<file path="src/rtl/lba_pkg.sv">
// Shared types and constants for the linked block allocator.
package lba_pkg;

   localparam int BLOCK_COUNT = 32768;
   localparam int MAX_FILES   = 256;
   localparam int BLK_W       = $clog2(BLOCK_COUNT);
   localparam int CNT_W       = BLK_W + 1;
   localparam int FID_W       = $clog2(MAX_FILES);

   localparam logic [CNT_W-1:0] END_MARK   = '1;
   localparam logic [16:0]      BS_RESET   = 17'd1024;
   localparam logic [14:0]      RSV_RESET  = 15'd128;

   localparam logic CSR_BLOCK_SIZE = 1'b0;
   localparam logic CSR_RESERVED   = 1'b1;

   typedef enum logic [1:0] {
      OP_CREATE = 2'd0,
      OP_EXTEND = 2'd1,
      OP_SHRINK = 2'd2,
      OP_ACCESS = 2'd3
   } op_type;

   typedef struct packed {
      logic [1:0]  req_type;
      logic [7:0]  file_id;
      logic [30:0] amount;
   } req_item_type;

   typedef struct packed {
      logic        status;
      logic [14:0] block_index;
      logic [15:0] free_blocks;
   } rsp_item_type;

   typedef struct packed {
      logic [BLK_W-1:0] start;
      logic [CNT_W-1:0] blocks;
      logic [31:0]      bytes;
   } dir_entry_type;

   typedef struct packed {
      logic        done;
      logic [30:0] quot;
      logic        rem_nz;
   } div_res_type;

endpackage

</file>
<file path="src/rtl/lba_div.sv">
// Bit-serial restoring divider, one quotient bit per cycle.
module lba_div (
   input  logic               clock,
   input  logic               reset,
   input  logic               go,
   input  logic [30:0]        dividend,
   input  logic [16:0]        divisor,
   output lba_pkg::div_res_type res
);
   import lba_pkg::*;

   logic        busy_ff, busy_in;
   logic        done_ff, done_in;
   logic [4:0]  cnt_ff, cnt_in;
   logic [30:0] dvd_ff, dvd_in;
   logic [16:0] rem_ff, rem_in;
   logic [16:0] div_ff, div_in;
   logic [17:0] sh;
   logic        ge;

   always_comb begin
      sh      = {rem_ff, dvd_ff[30]};
      ge      = sh >= {1'b0, div_ff};
      busy_in = busy_ff;
      done_in = 1'b0;
      cnt_in  = cnt_ff;
      dvd_in  = dvd_ff;
      rem_in  = rem_ff;
      div_in  = div_ff;
      if (go) begin
         busy_in = 1'b1;
         cnt_in  = '0;
         dvd_in  = dividend;
         rem_in  = '0;
         div_in  = divisor;
      end else if (busy_ff) begin
         rem_in = ge ? 17'(sh - {1'b0, div_ff}) : sh[16:0];
         dvd_in = {dvd_ff[29:0], ge};
         cnt_in = 5'(cnt_ff + 5'd1);
         if (cnt_ff == 5'd30) begin
            busy_in = 1'b0;
            done_in = 1'b1;
         end
      end
   end

   always_ff @(posedge clock) begin
      cnt_ff <= cnt_in;
      dvd_ff <= dvd_in;
      rem_ff <= rem_in;
      div_ff <= div_in;
      if (reset) begin
         busy_ff <= 1'b0;
         done_ff <= 1'b0;
      end else begin
         busy_ff <= busy_in;
         done_ff <= done_in;
      end
   end

   assign res.done   = done_ff;
   assign res.quot   = dvd_ff;
   assign res.rem_nz = rem_ff != '0;

endmodule

</file>
<file path="config.mk">
export PLATFORM = sky130hd
export DESIGN_NAME = lba_div
export DESIGN_NICKNAME = d
export VERILOG_FILES = /design/src/rtl/lba_pkg.sv /design/src/rtl/lba_div.sv
export SDC_FILE = /design/constraint.sdc
export NUM_CORES = 1
export LEC_CHECK = 0
export BUFFER_PORTS_ARGS = -buffer_cell sky130_fd_sc_hd__buf_2
export CORE_MARGIN = 1
export CORE_UTILIZATION = 49
export DETAILED_ROUTE_END_ITERATION = 12
export PLACE_DENSITY = 0.76
export SLEW_MARGIN = 10
export SYNTH_ARGS = -nofsm -noshare
export SYNTH_HDL_FRONTEND = slang
export SYNTH_SLANG_ARGS = --single-unit
export TNS_END_PERCENT = 10
</file>
<file path="constraint.sdc">
create_clock -name clock -period 2.34 [get_ports clock]
set_input_delay 0.468 -clock clock [delete_from_list [all_inputs] [get_ports clock]]
set_output_delay 0.468 -clock clock [all_outputs]
set_load 0.01 [all_outputs]
</file>
Word-level counts from Yosys, hierarchy flattened
Index checks and enable logic that the tools add are counted.
{ "op_classes": {"mux": 7, "eq_ne": 1, "bitwise_logic": 1, "addsub": 2, "n_lt_le_gt_ge": 1, "n_reduce_logical": 3} }
{ "op_table": {"columns": ["operator", "n"], "rows": [
  ["$mux W31", 2],
  ["$ge A18 B17 Y1", 1],
  ["$mux W17", 1],
  ["$reduce_bool A17 Y1", 1],
  ["$sub A17 B17 Y17", 1],
  ["$add A5 B1 Y5 const B", 1],
  ["$eq A5 B5 Y1 const B", 1],
  ["$mux W1", 4],
  ["$reduce_or A3 Y1", 1],
  ["$reduce_bool A2 Y1", 1],
  ["$not A1 Y1", 1]
]} }
{ "totals": {"word_cells": 21, "register_bits": 72, "out_inout_bits": 33} }

Logic depth before layout (Yosys ltp)
{ "depth": {"ltp_word": 4, "depth_mapped": 12, "ltp_nobuf": 10} }

Least setup slack after synthesis
Ideal clock, no wire load.
{ "synth_path": {"path_kind": "register to register", "start": "reg dvd_ff[30]", "end": "reg dvd_ff[0], data pin", "required_ns": 2.080, "setup_time_ns": 0.260, "slack_ns": -0.305, "t_arrival_ns": 2.385, "n_path_buf": 1, "path_stages_with_launch": 12, "cell_sequence": "edfxtp_1 -> inv_1 -> ha_1 -> inv_1 -> fa_1 -> a21o_1 -> a221oi_2 -> o21a_1 -> a21o_1 -> buf_4 -> nand2_1 -> mux2_2"} }
{ "synth_via": {"elab_chain_len": 3} }
{ "synth_lines": {"columns": ["element", "line", "rtl"], "rows": [
  ["from (decl)", "lba_div.sv:15", "logic [30:0] dvd_ff, dvd_in;"],
  ["from (signal assigned)", "lba_div.sv:49", "dvd_ff <= dvd_in;"],
  ["$ge A18 B17 Y1", "lba_div.sv:23", "ge = sh >= {1'b0, div_ff};"],
  ["$mux W31", "lba_div.sv:36", "end else if (busy_ff) begin"],
  ["$mux W31", "lba_div.sv:30", "if (go) begin"],
  ["via dvd_in[0]", "lba_div.sv:15", null]
]} }
The timed path passes the listed nets, and every way through them passes these cells. The select of a mux whose other input is x is not followed.
A chain may end at the register's enable or synchronous reset.

Worst setup path after layout
Same ends and word-level chain as after synthesis.

==> impl_metrics.py <==
metrics = {
    "timing": {
        "setup_violations": 18,
        "fin_skew_ns": 0.01049,
        "hold_ws_ns": 0.2722,
        "period_share_pct": 107.9,
        "max_freq_ghz": 0.3962,
        "grt_setup_unrepaired": "true",
        "hold_violations": 0,
        "finalCriticalPeriod_ns": 2.524,
        "setup_ws_ns": -0.1841,
        "relSlewSlack_pct": 63.76,
        "tightest_slew_ns": 0.5436,
        "maxSlewViolCount": 0,
    },
    "synthesis": {
        "postSynthAreaPerCell_um2": 11.21,
        "ys_ff_latch": 72,
        "synth_cell_types": 51,
        "ys_seq_area_share_pct": 49.82,
        "synth_flop_cell": "edfxtp_1",
        "syn-num-nets": 415,
        "netlist_area_um2": 3857,
        "ys_async_sr_fraction_pct": 0,
        "syn_inst": 344,
        "yosys_warnings": 0,
        "synth_edf_count": 48,
    },
    "global_route": {
        "grt_pass1_wl_um": 14230,
        "grt_usage_pct": 22.27,
        "grt_pass1_vias": 2985,
        "antenna_found_initial": 0,
        "grt_max_degree": 32,
        "overflow": 0,
    },
    "clocking": {
        "htree_levels": 3,
        "cts-root-buf": "clkbuf_8",
        "numCtsBuffers": 9,
        "cts_tree": "yes",
        "clk_pin_slew_ns": 0.09,
        "cts.sinks": 72,
        "clock_path_buffers": 2,
        "ctsHoldBuffers": 0,
        "clk_latency_ns": 0.36,
    },
    "routing": {
        "wl_um": 9053,
        "drt_iter0_markers": 264,
        "viasPerCell": 5.691,
        "dr.pass1.iters": 5,
        "vias": 3130,
        "ant_nets": 0,
        "drc": 0,
        "wire_per_inst_um": 16.46,
    },
    "layout": {
        "nets": 517,
        "drive_gt1_share_pct": 38.58,
        "final_cell_mix": "83 x buf_2, 48 x edfxtp_1, 30 x mux2_2",
        "syn_to_final_growth_pct": 22.74,
        "n_antenna_cell": 0,
        "final_common_cell": "buf_2",
        "final_util_pct": 63.58,
    },
    "place": {
        "dp_slack_ns": -0.1286,
        "place.gp.congestion": 0.8788,
        "dpl.hpwl_um": 6492,
        "port_buffers": 83,
    },
    "worst_setup_path": {
        "critPathKind": "reg2reg",
        "crit_arrival_ns": 2.65,
        "cp_max_fo": 4,
        "crit_family": "compound AO/OA/AOI/OAI gates",
        "critPathLaunchType": "register",
        "critPathSlowestCell": "edfxtp_1",
        "cpPeakStageDelay_ns": 0.43,
        "crit_chain": "inv_2 > ha_4 > inv_2 > fa_2 > a21o_1 > a221oi_2 > o21a_1 > a21o_1 > nand2_2 > mux2_4",
        "crit_buf_inv": 2,
        "endpoint_kind": "register",
        "cp.required_ns": 2.46,
    },
    "power_and_ir_drop": {
        "power.leakage_nw": 2.004,
        "peakVddDrop_uv": 482.4,
        "p_total_mw": 2.992,
        "powerDensity_nw_per_um2": 631.9,
    },
    "status": {
        "violations": "setup timing",
        "status": "finished with violations",
    },
    "die": {
        "start_util_pct": 51.80,
        "ios": 84,
        "dieHeight_um": 90.73,
        "die_w_um": 90.73,
        "num_rows": 31,
        "dieArea_um2": 8231,
        "core_um2": 7447,
    },
    "flow_run": {
        "cap_viol_max_count": 0,
    },
    "hold_path": {
        "worstHoldPathType": "in2reg",
    },
}
[area by class of cell]
type	count	area [µm²]
clock buffers	9	123.9
clock inverters	7	65.06
well taps	99	123.9
multi-input cells	232	1790
inverters	22	82.58
flip-flops and latches	72	1922
repair buffers	109	626.9
fillers	602	2713
[power breakdown]
| part | switching [mW] | internal [mW] | total (mW) |
|---|---|---|---|
| clock | 0.547 | 0.408 | 0.955 |
| sequential | 0.0523 | 1.47 | 1.52 |
| combinational | 0.273 | 0.244 | 0.517 |
| total | 0.873 | 2.12 | 2.99 |
[final timing paths]
check,startpoint,endpoint,slack [ns],cells after the start
setup / recovery,dvd_ff[30],dvd_ff[0],-0.18,10
hold reg to reg,cnt_ff[4],done_ff,0.51,2
hold / removal,divisor[9],div_ff[9],0.27,1
setup reg to reg,dvd_ff[30],dvd_ff[0],-0.18,10
[flip-flops by register name (all words and copies together) (netlist names)]
register  cells
rem_ff       17
div_ff       17
cnt_ff        5
done_ff       1
busy_ff       1
dvd_ff       31
[metal layers]
metal | share of wire, % | GRT usage [%] | routed length (µm) | vias to the layer above
met1 | 42 | 26.75 | 3832 | 1481
met3 | 7.2 | 6.061 | 648 | 18
met4 | 1.7 | 7.258 | 157 | 0
met5 | 0 | 0 | 0 | -
met2 | 49 | 38.45 | 4415 | 134
li1 | - | - | - | 1497
[timing repair]
action                                  in CTS  in global routing
buffers inserted                             1                  1
endpoints found under the setup margin      18                 19
resized for setup                            1                 10
pin swaps                                    5                  9
[stage by stage]
step                TNS (ns)  area [µm²]  std cells
finish                -1.856        4735        550
global route          -4.096        4735        550
CTS                   -1.084        4686        549
detailed placement   -0.9124        4489        532
global placement    -0.05187        4489        532
floorplan            -0.8792        3864        344
[cell usage after synthesis (8+ instances only)]
| cell type | count | area share (%) |
|---|---|---|
| a21o_1 | 8 | 1.6 |
| a21oi_1 | 15 | 1.9 |
| clkbuf_1 | 11 | 1.1 |
| dfxtp_1 | 24 | 12 |
| edfxtp_1 | 48 | 37 |
| ha_1 | 19 | 6.2 |
| inv_1 | 22 | 2.1 |
| mux2_2 | 31 | 9.0 |
| nand2_1 | 24 | 2.3 |
| nand4_1 | 15 | 2.4 |
| nor2_1 | 21 | 2.0 |
| o21ai_0 | 9 | 1.2 |
| xor2_1 | 11 | 2.5 |
[kinds of logic (layout without fill, tap and decap cells)]
family                     after synthesis  in the layout  share of synthesized area, %
muxes                                   33             33                         9.568
AOI/OAI and AO/OA                       69             69                         13.01
adders and majority gates               20             20                         6.682
DFF                                     72             72                         49.82
and+or+nand+nor                         93             93                         12.26
xor gates and xnor gates                17             17                         3.860
buffers and inverters                   40            147                         4.800
(Power assumes the default switching activity.)
